[src/rtl/bpc_pkg.sv]
// ----------------------------------------------------------------------------
// bpc_pkg: shared types and constants for the button press classifier
// Event codes, register indexes, reset values and the front-to-back entry.
// ----------------------------------------------------------------------------
package bpc_pkg;

   // Register file
   localparam int CSR_INDEX_WIDTH = 2;
   localparam int CSR_DATA_WIDTH  = 16;

   typedef enum logic [CSR_INDEX_WIDTH-1:0] {
      CSR_HOLD_INTERVAL    = 2'd0,
      CSR_LONG_PRESS_TICKS = 2'd1,
      CSR_CLICK_TICKS      = 2'd2
   } csr_index_type;

   localparam logic [CSR_DATA_WIDTH-1:0] HOLD_INTERVAL_RESET    = 16'd100;
   localparam logic [CSR_DATA_WIDTH-1:0] LONG_PRESS_TICKS_RESET = 16'd1000;
   localparam logic [CSR_DATA_WIDTH-1:0] CLICK_TICKS_RESET      = 16'd300;

   // Tick counter width
   localparam int COUNT_WIDTH_DEFAULT = 16;

   // Stream widths (fields padded to whole bytes)
   localparam int REQ_TDATA_WIDTH = 8;
   localparam int RSP_TDATA_WIDTH = 8;
   localparam int EVENT_WIDTH     = 3;

   // Entries in the queue between front and back
   localparam int QUEUE_DEPTH = 2;

   typedef enum logic [EVENT_WIDTH-1:0] {
      EV_KEY_DOWN   = 3'd0,
      EV_KEY_UP     = 3'd1,
      EV_CLICK      = 3'd2,
      EV_LONG_PRESS = 3'd3,
      EV_HELD_DOWN  = 3'd4
   } event_kind_type;

   // Events caused by one tick; second is valid only when two is set
   typedef struct packed {
      logic           two;
      event_kind_type first;
      event_kind_type second;
   } entry_type;

   // Queue status seen by front and back
   typedef struct packed {
      logic full;
      logic empty;
   } queue_status_type;

endpackage

[src/rtl/bpc_front.sv]
// ----------------------------------------------------------------------------
// bpc_front: tick tracker and event classifier
// Holds the press state, counters and registers; turns each tick into an
// entry of zero, one or two events for the queue.
// ----------------------------------------------------------------------------
module bpc_front
   import bpc_pkg::*;
#(
   parameter int COUNT_WIDTH = COUNT_WIDTH_DEFAULT
) (
   input  logic                       clock,
   input  logic                       reset,
   input  logic                       tick_valid,
   input  logic                       pad_level,
   input  logic                       csr_wen,
   input  logic [CSR_INDEX_WIDTH-1:0] csr_index,
   input  logic [CSR_DATA_WIDTH-1:0]  csr_wdata,
   output logic                       push,
   output entry_type                  push_entry
);

   localparam int CMP_WIDTH = (COUNT_WIDTH > CSR_DATA_WIDTH) ? COUNT_WIDTH : CSR_DATA_WIDTH;
   localparam logic [COUNT_WIDTH-1:0] COUNT_MAX = '1;

   logic [CSR_DATA_WIDTH-1:0] hold_interval_ff, hold_interval_in;
   logic [CSR_DATA_WIDTH-1:0] long_press_ticks_ff, long_press_ticks_in;
   logic [CSR_DATA_WIDTH-1:0] click_ticks_ff, click_ticks_in;

   logic                   pressed_ff, pressed_in;
   logic [COUNT_WIDTH-1:0] elapsed_ff, elapsed_in;
   logic [COUNT_WIDTH-1:0] interval_ff, interval_in;
   logic                   long_reported_ff, long_reported_in;

   logic [COUNT_WIDTH-1:0] elapsed_inc;
   logic [COUNT_WIDTH-1:0] interval_inc;
   logic [CMP_WIDTH-1:0]   elapsed_cmp;
   logic                   interval_hit;
   logic                   is_long;
   logic                   is_held;
   logic                   is_click;

   // Register writes
   always_comb begin
      hold_interval_in    = hold_interval_ff;
      long_press_ticks_in = long_press_ticks_ff;
      click_ticks_in      = click_ticks_ff;
      if (csr_wen) begin
         case (csr_index)
            CSR_HOLD_INTERVAL:    hold_interval_in    = csr_wdata;
            CSR_LONG_PRESS_TICKS: long_press_ticks_in = csr_wdata;
            CSR_CLICK_TICKS:      click_ticks_in      = csr_wdata;
            default: ;
         endcase
      end
   end

   // Saturating counters and threshold compares
   assign elapsed_inc  = (elapsed_ff == COUNT_MAX) ? elapsed_ff : elapsed_ff + 1'b1;
   assign interval_inc = (interval_ff == COUNT_MAX) ? interval_ff : interval_ff + 1'b1;
   assign elapsed_cmp  = CMP_WIDTH'(elapsed_inc);
   assign interval_hit = CMP_WIDTH'(interval_inc) >= CMP_WIDTH'(hold_interval_ff);
   assign is_long  = !long_reported_ff && (elapsed_cmp > CMP_WIDTH'(long_press_ticks_ff));
   assign is_held  = elapsed_cmp > CMP_WIDTH'(click_ticks_ff);
   assign is_click = elapsed_cmp < CMP_WIDTH'(click_ticks_ff);

   // Classify the tick and compute next state
   always_comb begin
      pressed_in       = pressed_ff;
      elapsed_in       = elapsed_ff;
      interval_in      = interval_ff;
      long_reported_in = long_reported_ff;
      push             = 1'b0;
      push_entry.two    = 1'b0;
      push_entry.first  = EV_KEY_DOWN;
      push_entry.second = EV_CLICK;
      if (tick_valid) begin
         if (!pressed_ff) begin
            // press starts
            if (!pad_level) begin
               pressed_in       = 1'b1;
               elapsed_in       = '0;
               interval_in      = '0;
               long_reported_in = 1'b0;
               push             = 1'b1;
            end
         end else begin
            elapsed_in = elapsed_inc;
            if (pad_level) begin
               // release: key_up, maybe click
               pressed_in       = 1'b0;
               push             = 1'b1;
               push_entry.first = EV_KEY_UP;
               push_entry.two   = is_click;
            end else if (interval_hit) begin
               // hold check
               interval_in = '0;
               if (is_long) begin
                  long_reported_in  = 1'b1;
                  push              = 1'b1;
                  push_entry.first  = EV_LONG_PRESS;
                  push_entry.second = EV_HELD_DOWN;
                  push_entry.two    = is_held;
               end else if (is_held) begin
                  push             = 1'b1;
                  push_entry.first = EV_HELD_DOWN;
               end
            end else begin
               interval_in = interval_inc;
            end
         end
      end
   end

   always_ff @(posedge clock) begin
      if (reset) begin
         hold_interval_ff    <= HOLD_INTERVAL_RESET;
         long_press_ticks_ff <= LONG_PRESS_TICKS_RESET;
         click_ticks_ff      <= CLICK_TICKS_RESET;
         pressed_ff          <= 1'b0;
         elapsed_ff          <= '0;
         interval_ff         <= '0;
         long_reported_ff    <= 1'b0;
      end else begin
         hold_interval_ff    <= hold_interval_in;
         long_press_ticks_ff <= long_press_ticks_in;
         click_ticks_ff      <= click_ticks_in;
         pressed_ff          <= pressed_in;
         elapsed_ff          <= elapsed_in;
         interval_ff         <= interval_in;
         long_reported_ff    <= long_reported_in;
      end
   end

endmodule

[src/rtl/bpc_queue.sv]
// ----------------------------------------------------------------------------
// bpc_queue: short FIFO between classifier and event sender
// Holds event entries so the front keeps taking ticks while the back stalls.
// ----------------------------------------------------------------------------
module bpc_queue
   import bpc_pkg::*;
(
   input  logic             clock,
   input  logic             reset,
   input  logic             push,
   input  entry_type        push_entry,
   input  logic             pop,
   output entry_type        head_entry,
   output queue_status_type status
);

   localparam int PTR_WIDTH = (QUEUE_DEPTH > 1) ? $clog2(QUEUE_DEPTH) : 1;
   localparam int CNT_WIDTH = $clog2(QUEUE_DEPTH + 1);
   localparam logic [PTR_WIDTH-1:0] PTR_LAST = PTR_WIDTH'(QUEUE_DEPTH - 1);
   localparam logic [CNT_WIDTH-1:0] CNT_FULL = CNT_WIDTH'(QUEUE_DEPTH);

   entry_type              entries_ff [QUEUE_DEPTH];
   logic [PTR_WIDTH-1:0]   wr_ptr_ff, wr_ptr_in;
   logic [PTR_WIDTH-1:0]   rd_ptr_ff, rd_ptr_in;
   logic [CNT_WIDTH-1:0]   count_ff, count_in;
   logic                   do_push;
   logic                   do_pop;

   assign status.full  = (count_ff == CNT_FULL);
   assign status.empty = (count_ff == '0);
   assign do_push      = push && !status.full;
   assign do_pop       = pop && !status.empty;
   assign head_entry   = entries_ff[rd_ptr_ff];

   // Pointer and fill count update
   always_comb begin
      wr_ptr_in = wr_ptr_ff;
      rd_ptr_in = rd_ptr_ff;
      count_in  = count_ff;
      if (do_push) begin
         wr_ptr_in = (wr_ptr_ff == PTR_LAST) ? '0 : wr_ptr_ff + 1'b1;
      end
      if (do_pop) begin
         rd_ptr_in = (rd_ptr_ff == PTR_LAST) ? '0 : rd_ptr_ff + 1'b1;
      end
      case ({do_push, do_pop})
         2'b10:   count_in = count_ff + 1'b1;
         2'b01:   count_in = count_ff - 1'b1;
         default: count_in = count_ff;
      endcase
   end

   always_ff @(posedge clock) begin
      if (reset) begin
         wr_ptr_ff <= '0;
         rd_ptr_ff <= '0;
         count_ff  <= '0;
      end else begin
         wr_ptr_ff <= wr_ptr_in;
         rd_ptr_ff <= rd_ptr_in;
         count_ff  <= count_in;
      end
   end

   // Entry storage
   always_ff @(posedge clock) begin
      if (do_push) begin
         entries_ff[wr_ptr_ff] <= push_entry;
      end
   end

endmodule

[src/rtl/bpc_back.sv]
// ----------------------------------------------------------------------------
// bpc_back: event sender
// Unpacks each queue entry into one or two beats on the result stream and
// marks the last beat of each tick.
// ----------------------------------------------------------------------------
module bpc_back
   import bpc_pkg::*;
(
   input  logic             clock,
   input  logic             reset,
   input  entry_type        head_entry,
   input  queue_status_type status,
   output logic             pop,
   output logic             rsp_tvalid,
   input  logic             rsp_tready,
   output event_kind_type   rsp_kind,
   output logic             rsp_tlast
);

   logic           valid_ff, valid_in;
   event_kind_type kind_ff, kind_in;
   logic           last_ff, last_in;
   logic           pending_ff, pending_in;
   event_kind_type second_ff, second_in;
   logic           load;

   // Output register free when empty or taken this cycle
   assign load = !valid_ff || rsp_tready;
   assign pop  = load && !pending_ff && !status.empty;

   always_comb begin
      valid_in   = valid_ff;
      kind_in    = kind_ff;
      last_in    = last_ff;
      pending_in = pending_ff;
      second_in  = second_ff;
      if (load) begin
         if (pending_ff) begin
            // second event of the tick
            valid_in   = 1'b1;
            kind_in    = second_ff;
            last_in    = 1'b1;
            pending_in = 1'b0;
         end else if (!status.empty) begin
            valid_in   = 1'b1;
            kind_in    = head_entry.first;
            last_in    = !head_entry.two;
            pending_in = head_entry.two;
            second_in  = head_entry.second;
         end else begin
            valid_in = 1'b0;
         end
      end
   end

   always_ff @(posedge clock) begin
      if (reset) begin
         valid_ff   <= 1'b0;
         pending_ff <= 1'b0;
      end else begin
         valid_ff   <= valid_in;
         pending_ff <= pending_in;
      end
      kind_ff   <= kind_in;
      last_ff   <= last_in;
      second_ff <= second_in;
   end

   assign rsp_tvalid = valid_ff;
   assign rsp_kind   = kind_ff;
   assign rsp_tlast  = last_ff;

endmodule

[src/rtl/button_press_classifier.sv]
// ----------------------------------------------------------------------------
// button_press_classifier: click and long-press detector for a button pad
//
// Input stream (req_): one beat per time tick carrying the sampled pad level
// (0 pressed, 1 released) in req_tdata[0]. Result stream (rsp_): one beat per
// event, event code in rsp_tdata[2:0], rsp_tlast set on the last event of the
// tick. Codes: key_down, key_up, click, long_press, held_down.
// Registers on csr_: hold interval, long press threshold, click threshold,
// written while no tick is in flight.
//
// Latency: the first event of a tick reaches rsp_tvalid through the queue
// entry register and then the sender's output register. Throughput: a tick
// per cycle while ticks give at most one event and rsp_tready stays high;
// a tick's two events leave in turn via the sender's single output register.
// A two-entry queue sits between classifier and sender; when the receiver
// stalls, the queue fills and req_tready drops until an entry drains.
// Reset loads the register defaults, clears the press state and empties
// the queue; rsp_tvalid is low after reset.
// ----------------------------------------------------------------------------
module button_press_classifier
   import bpc_pkg::*;
#(
   parameter int COUNT_WIDTH = COUNT_WIDTH_DEFAULT
) (
   input  logic                       clock,
   input  logic                       reset,
   // tick stream
   input  logic                       req_tvalid,
   output logic                       req_tready,
   input  logic [REQ_TDATA_WIDTH-1:0] req_tdata,   // [0] pad_level, rest zero
   // event stream
   output logic                       rsp_tvalid,
   input  logic                       rsp_tready,
   output logic [RSP_TDATA_WIDTH-1:0] rsp_tdata,   // [2:0] event_kind, rest zero
   output logic                       rsp_tlast,   // last_of_run
   // register writes
   input  logic                       csr_wen,
   input  logic [CSR_INDEX_WIDTH-1:0] csr_index,
   input  logic [CSR_DATA_WIDTH-1:0]  csr_wdata
);

   logic             push;
   entry_type        push_entry;
   logic             pop;
   entry_type        head_entry;
   queue_status_type status;
   event_kind_type   rsp_kind;

   assign req_tready = !status.full;

   bpc_front #(
      .COUNT_WIDTH (COUNT_WIDTH)
   ) u_front (
      .clock      (clock),
      .reset      (reset),
      .tick_valid (req_tvalid && req_tready),
      .pad_level  (req_tdata[0]),
      .csr_wen    (csr_wen),
      .csr_index  (csr_index),
      .csr_wdata  (csr_wdata),
      .push       (push),
      .push_entry (push_entry)
   );

   bpc_queue u_queue (
      .clock      (clock),
      .reset      (reset),
      .push       (push),
      .push_entry (push_entry),
      .pop        (pop),
      .head_entry (head_entry),
      .status     (status)
   );

   bpc_back u_back (
      .clock      (clock),
      .reset      (reset),
      .head_entry (head_entry),
      .status     (status),
      .pop        (pop),
      .rsp_tvalid (rsp_tvalid),
      .rsp_tready (rsp_tready),
      .rsp_kind   (rsp_kind),
      .rsp_tlast  (rsp_tlast)
   );

   assign rsp_tdata = {{(RSP_TDATA_WIDTH-EVENT_WIDTH){1'b0}}, rsp_kind};

endmodule

[config.mk]
export PLATFORM = sky130hd
export DESIGN_NAME = button_press_classifier
export DESIGN_NICKNAME = d
export VERILOG_FILES = /design/src/rtl/bpc_pkg.sv /design/src/rtl/bpc_front.sv /design/src/rtl/bpc_queue.sv /design/src/rtl/bpc_back.sv /design/src/rtl/button_press_classifier.sv
export SDC_FILE = /design/constraint.sdc
export NUM_CORES = 1
export LEC_CHECK = 0
export BUFFER_PORTS_ARGS = -buffer_cell sky130_fd_sc_hd__buf_2
export CORE_ASPECT_RATIO = 0.7
export CORE_MARGIN = 5
export CORE_UTILIZATION = 45
export CTS_BUF_LIST = sky130_fd_sc_hd__clkbuf_4
export DETAILED_ROUTE_END_ITERATION = 10
export SYNTH_ARGS = -nofsm -noshare
export SYNTH_HDL_FRONTEND = slang
export SYNTH_SLANG_ARGS = --single-unit
[constraint.sdc]
create_clock -name clock -period 7.5 [get_ports clock]
set_clock_uncertainty 0.2 [all_clocks]
set_input_delay 0.75 -clock clock [delete_from_list [all_inputs] [get_ports clock]]
set_output_delay 0.75 -clock clock [all_outputs]
set_load 0.02 [all_outputs]
==> flow_metrics.env, run 1 <==
export IMPL_crit_buf_inv=1
export IMPL_rrSetupSlack_ns=1.90
export IMPL_layout_setup_ws_ns=1.90
export IMPL_clockBufferDepth=2
export IMPL_core_area_sq_um=13000
export IMPL_htreeDepth=3
export IMPL_ios=42
export IMPL_crit_arrival_ns=5.80
export IMPL_min_path_type="reg2reg"
export IMPL_p_sw_frac=0.316
export IMPL_crit_path_cell_trace="ha_1 > nand3_1 > nor3_1 > nor4_1 > nand4_1 > xnor2_1 > ha_1 > nand4_1 > nor4_1 > nand2_1 > or3_2 > a41oi_2 > a211oi_2 > inv_1 > ha_1 > or3_1 > a21oi_1"
export IMPL_finalMaxSlewViolations=0
export IMPL_synth_async_reset_ratio=0
export IMPL_fin_crit_sh=0.747
export IMPL_ir_drop_v=0.0000904
export IMPL_clock_latency_ns=0.46
export IMPL_drc=0
export IMPL_worstMarginPinSlew_ns=1.32
export IMPL_drtIter0Drc=331
export IMPL_synthSimpleGateAreaFrac=0.214
export IMPL_area_growth_pct=6.21
export IMPL_finalSetupViolCount=0
export IMPL_synth_compound_area_share=0.174
export IMPL_max_freq_ghz=0.178
export IMPL_tritoncts="yes"
export IMPL_drive_gt1_frac=0.0972
export IMPL_post_cts_repair_setup_buffers=0
export IMPL_hold_end="u_front.hold_interval_ff[11]"
export IMPL_comb_power_share=0.181
export IMPL_port_buffers=29
export IMPL_grt_pass1_wl_um=22900
export IMPL_track_usage=0.183
export IMPL_synth_main_ff_cell="dfxtp_1"
export IMPL_numClockSinks=105
export IMPL_synth_xor_area_share=0.0439
export IMPL_rr_startpoint="u_front.elapsed_ff[0]"
export IMPL_nets=795
export IMPL_start_util=0.454
export IMPL_power_total_mw=1.12
export IMPL_wl_per_cell_um=15.9
export IMPL_nFillCells=1266
export IMPL_rsz0062_at_grt="no"
export IMPL_dp_worst_setup_slack_ns=2.04
export IMPL_diodes=0
export IMPL_clkPwrFrac=0.244
export IMPL_via_per_inst=5.47
export IMPL_dp_hpwl_um=10600
export IMPL_gr_total_overflow=0
export IMPL_die_h_um=106
export IMPL_pwr_share_seq=0.575
export IMPL_ant_nets=0
export IMPL_power_internal_uw=763
export IMPL_hold_buffers=0
export IMPL_avgSynthCellArea_sq_um=8.38
export IMPL_maxCapViolations=0
export IMPL_critPathTopFamily="simple AND/OR/NAND/NOR gates"
export IMPL_gp_congestion=0.860
export IMPL_vias=4848
export IMPL_synth_seq_cells=105
export IMPL_grt_pass1_vias=4518
export IMPL_final_util=0.482
export IMPL_slowest_delay_ns=0.83
export IMPL_clk_pin_slew_worst_paths_ns=0.17
export IMPL_synthCells=704
export IMPL_synth_top_family_by_area="simple AND/OR/NAND/NOR gates"
export IMPL_required_ns=7.70
export IMPL_dieArea_sq_um=15500
export IMPL_row_count=35
export IMPL_path_max_fanout=7
export IMPL_hold_depth=2
export IMPL_final_area_sq_um=6270
export IMPL_max_slew_margin_rel=0.114
export IMPL_synth_edff_count=16
export IMPL_seq_area_frac_synth=0.383
export IMPL_p_leak_nw=2.56
export IMPL_r2r_cells=17
export IMPL_crit_path_start_kind="flip-flop"
export IMPL_grt_max_degree=78
export IMPL_worstSetupPathType="reg2reg"
export IMPL_fp_dieW_um=147
export IMPL_status="finished, final reports clean"
export IMPL_critPathMostFrequentCell="ha_1"
export IMPL_yosys_warnings=0
export IMPL_cp_slowest_cell="nor4_1"
export IMPL_root_buffer="clkbuf_4"
export IMPL_r2r_end="u_queue.count_ff[1]"
export IMPL_synth_fa_ha_area_frac=0.104
export IMPL_post_cts_resized=0
export IMPL_power_density_nw_per_um2=178
export IMPL_first_pass_iters=5
export IMPL_p_switching_uw=352
export IMPL_cts_buffers=9
export IMPL_drt_total_wl_um=14100
export IMPL_synth_cell_types=60
export IMPL_synth_area_mux_share=0.0204
export IMPL_finalHoldViolCount=0
export IMPL_antenna_found_initial=0
export IMPL_setup_tns_final_ns=0
export IMPL_min_period_ns=5.60
export IMPL_dpl_cell_area_sq_um=6140
export IMPL_syn_area_sq_um=5900
export IMPL_min_from="u_front.hold_interval_ff[11]"
export IMPL_end_kind="flip-flop"
[metal layers]
layer	GRT usage	part of all wire	vias to the layer above
met2	0.267	0.41	118
met5	0	0	-
met3	0.0404	0.054	9
met4	0.0329	0.0079	0
met1	0.276	0.53	2234
li1	-	-	2487
[sequential cells by signal (all words and copies together) (netlist names), named ones only]
name and count:
u_front.pressed_ff 1, u_front.interval_ff 16, u_back.second_ff 2, u_front.long_reported_ff 1
u_queue.count_ff 2, u_front.hold_interval_ff 16, u_back.rsp_tlast 1, u_queue.wr_ptr_ff 1
u_front.click_ticks_ff 16, u_front.long_press_ticks_ff 16, u_back.rsp_tvalid 1, u_queue.rd_ptr_ff 1
u_back.pending_ff 1, u_back.rsp_kind 3, u_queue.entries_ff 10, u_front.elapsed_ff 16
[worst register-to-register path: stages, from the launching register on]
cell and delay, ns:
dfxtp_1 0.43, ha_1 0.27, nand3_1 0.18, nor3_1 0.08
nor4_1 0.83, nand4_1 0.32, xnor2_1 0.40, ha_1 0.23
nand4_1 0.13, nor4_1 0.67, nand2_1 0.09, or3_2 0.45
a41oi_2 0.23, a211oi_2 0.11, inv_1 0.14, ha_1 0.27
or3_1 0.38, a21oi_1 0.14
[power groups by stage]
stage | Clock, mW | Sequential (mW) | Combinational, mW
4_1_cts | 0.284 | 0.642 | 0.204
6_report | 0.272 | 0.642 | 0.202
5_1_grt | 0.302 | 0.648 | 0.226
2_1_floorplan | 0 | 0.660 | 0.139
3_3_place_gp | 0 | 0.653 | 0.195
3_5_place_dp | 0 | 0.655 | 0.203
[metrics by stage]
stage,cells,hold slack [ns]
final,886,0.265
after detailed placement,870,0.247
after global placement,870,0.244
after CTS,886,0.268
after global routing,886,0.286
after floorplan,708,0.236
[synth_stat cells (16+ instances only)]
| library cell | count | area, sq um |
|---|---|---|
| nor3_1 | 16 | 80.1 |
| inv_1 | 55 | 206 |
| dfxtp_1 | 89 | 1780 |
| o21ai_0 | 20 | 100 |
| nor2_1 | 55 | 206 |
| nand3_1 | 16 | 80.1 |
| nand2_1 | 104 | 390 |
| ha_1 | 49 | 613 |
| a21oi_1 | 70 | 350 |
| clkbuf_1 | 27 | 101 |
| nand4_1 | 16 | 100 |
| edfxtp_1 | 16 | 480 |
| a22oi_1 | 17 | 128 |
[layout by cell type, fill, tap and decap left out, types with 6 or more instances in the layout]
cell      synthesis  final
mux2_2            7      7
and2_1            6      6
nor4_1            6      6
o211ai_1         13     13
nor2_1           55     55
a21o_1           10     10
inv_1            55     55
a22oi_1          17     17
buf_2             2     29
nand2b_1          6      6
nand3_1          16     16
o21ai_0          20     20
nor3_1           16     16
dfxtp_1          89     89
xnor2_1          13     13
and3_1            6      6
edfxtp_1         16     16
o21a_1            6      6
a211oi_1          6      6
a21oi_1          70     70
ha_1             49     49
xor2_1           12     12
nand2_1         104    104
clkbuf_4          0      9
nand4_1          16     16
[worst max-delay path by stage]
stage                                      from             endpoint  cells after the start  slack [ns]
final                     u_front.elapsed_ff[0]  u_queue.count_ff[1]                     17        1.90
after CTS                 u_front.elapsed_ff[0]  u_queue.count_ff[1]                     17        1.98
after global placement    u_front.elapsed_ff[0]  u_queue.count_ff[1]                     17        2.14
after global routing      u_front.elapsed_ff[0]  u_queue.count_ff[1]                     17        1.58
after detailed placement  u_front.elapsed_ff[0]  u_queue.count_ff[1]                     17        2.04
after floorplan           u_front.elapsed_ff[0]  u_queue.count_ff[1]                     17        2.89
[cells by family (layout without fill, tap and decap cells)]
logic type	count (synthesis)	after routing
muxes	11	11
and+or+nand+nor	259	259
other	1	5
buffers and inverters	89	101
DFF	105	105
xor gates and xnor gates	27	27
AOI/OAI and AO/OA	163	163
adders and majority gates	49	49
[final cells by class]
class,count,area (sq um),share of cell area
multi-input cells,514,3320,0.529
repair buffers,30,153,0.0244
clock inverters,7,55.1,0.00878
well taps,166,208,0.0331
clock buffers,9,67.6,0.0108
inverters,55,206,0.0329
flip-flops and latches,105,2260,0.361
Power figures use the tool's default switching activity.
==> run 2: changes to the inputs <==
==> constraint.sdc (replaced) <==
create_clock -name clock -period 4.9 [get_ports clock]
set_clock_uncertainty 0.2 [all_clocks]
set_input_delay 0.49 -clock clock [delete_from_list [all_inputs] [get_ports clock]]
set_output_delay 0.49 -clock clock [all_outputs]
set_load 0.02 [all_outputs]
==> flow_metrics.env, run 2 (same netlist as run 1, synthesis figures left out) <==
export IMPL_clk_pin_slew_worst_paths_ns=0.17
export IMPL_maxCapViolations=0
export IMPL_crit_arrival_ns=4.88
export IMPL_ant_nets=0
export IMPL_path_max_fanout=5
export IMPL_pwr_share_seq=0.556
export IMPL_drt_total_wl_um=14900
export IMPL_area_growth_pct=9.92
export IMPL_finalMaxSlewViolations=0
export IMPL_row_count=35
export IMPL_p_leak_nw=2.68
export IMPL_required_ns=5.10
export IMPL_vias=5066
export IMPL_start_util=0.454
export IMPL_final_common_cell="nand2_1"
export IMPL_p_switching_uw=544
export IMPL_min_path_type="in2reg"
export IMPL_max_freq_ghz=0.214
export IMPL_numClockSinks=105
export IMPL_grt_pass1_vias=4719
export IMPL_dp_worst_setup_slack_ns=0.116
export IMPL_wl_per_cell_um=16.5
export IMPL_core_area_sq_um=13000
export IMPL_finalSetupViolCount=0
export IMPL_fin_crit_sh=0.956
export IMPL_dpl_cell_area_sq_um=6230
export IMPL_setup_tns_final_ns=0
export IMPL_holdWs_ns=0.0600
export IMPL_hold_depth=3
export IMPL_p_sw_frac=0.308
export IMPL_status="finished, final reports clean"
export IMPL_comb_power_share=0.177
export IMPL_wl_met1_um=7670
export IMPL_drive_gt1_frac=0.141
export IMPL_ir_drop_v=0.000147
export IMPL_via_per_inst=5.61
export IMPL_port_buffers=29
export IMPL_gp_congestion=0.905
export IMPL_hold_buffers=0
export IMPL_wl_met3_um=849
export IMPL_power_density_nw_per_um2=272
export IMPL_r2r_cells=19
export IMPL_ios=42
export IMPL_finalHoldViolCount=0
export IMPL_drc=0
export IMPL_clockBufferDepth=2
export IMPL_cts_buffers=9
export IMPL_final_area_sq_um=6490
export IMPL_tritoncts="yes"
export IMPL_die_h_um=106
export IMPL_worstMarginPinSlew_ns=1.07
export IMPL_min_period_ns=4.68
export IMPL_dp_hpwl_um=11100
export IMPL_mostFrequentLayoutCells="nand2_1, dfxtp_1, a21oi_1, inv_1, nor2_1"
export IMPL_antenna_found_initial=0
export IMPL_clkPwrFrac=0.266
export IMPL_worstSetupPathType="reg2reg"
export IMPL_wl_met2_um=6210
export IMPL_nets=812
export IMPL_clock_latency_ns=0.47
export IMPL_first_pass_iters=4
export IMPL_grt_pass1_wl_um=23800
export IMPL_max_slew_margin_rel=0.284
export IMPL_fp_dieW_um=147
export IMPL_htreeDepth=3
export IMPL_grt_max_degree=43
export IMPL_gr_total_overflow=0
export IMPL_layout_setup_ws_ns=0.217
export IMPL_diodes=0
export IMPL_top_layer="met4"
export IMPL_end_kind="flip-flop"
export IMPL_track_usage=0.190
export IMPL_drtIter0Drc=325
export IMPL_crit_path_start_kind="flip-flop"
export IMPL_power_internal_mw=1.22
export IMPL_dieArea_sq_um=15500
export IMPL_root_buffer="clkbuf_4"
-- run 2: layer usage --
metal	vias up	GRT usage
met3	13	0.0443
met2	124	0.270
met1	2413	0.289
met5	-	0
li1	2516	-
met4	0	0.0423
-- run 2: per-stage QoR --
| step | total power, mW | instances | util |
|---|---|---|---|
| after global routing | 1.86 | 903 | 0.499 |
| after global placement | 1.30 | 881 | 0.479 |
| final | 1.77 | 903 | 0.499 |
| after CTS | 1.79 | 897 | 0.490 |
| after floorplan | 1.22 | 708 | - |
| after detailed placement | 1.31 | 881 | 0.479 |
-- run 2: worst paths after layout --
kind | start | slack [ns] | end
setup / recovery | u_front.elapsed_ff[0] | 0.22 | u_queue.count_ff[1]
hold / removal | csr_wdata[10] | 0.06 | u_front.click_ticks_ff[10]
setup reg to reg | u_front.elapsed_ff[0] | 0.22 | u_queue.count_ff[1]
hold reg to reg | u_front.hold_interval_ff[1] | 0.27 | u_front.hold_interval_ff[1]
-- run 2: critical path: stages (launching register included) --
cell	delay, ns
dfxtp_2	0.37
ha_1	0.23
nand3_2	0.12
nor3_1	0.07
nor4_1	0.21
buf_4	0.21
nand4_1	0.22
xnor2_2	0.27
ha_1	0.35
nand4_1	0.15
nor4_2	0.34
buf_4	0.18
nand2_1	0.04
or3_2	0.43
a41oi_2	0.23
a211oi_2	0.11
inv_1	0.09
ha_1	0.25
or3_1	0.38
a21oi_1	0.14
-- run 2: final cells by class --
class,count,area (sq um)
Fill cell,1257,6520
Multi-Input combinational cell,514,3380
Sequential cell,105,2270
Timing Repair Buffer,47,280
Tap cell,166,208
Inverter,55,206
Clock inverter,7,76.3
Clock buffer,9,67.6
-- run 2: power by group through the flow --
stage	combinational (mW)	clock [mW]	sequential [mW]
6_report	0.313	0.470	0.982
5_1_grt	0.352	0.519	0.990
4_1_cts	0.314	0.488	0.983
3_5_place_dp	0.312	0	1.00
3_3_place_gp	0.303	0	0.999
2_1_floorplan	0.212	0	1.01
-- run 2: repair_timing --
action,4_1_cts,5_1_grt
setup endpoints to repair,0,7
setup buffers,0,6
hold endpoints to repair,0,0
resized for setup,0,16
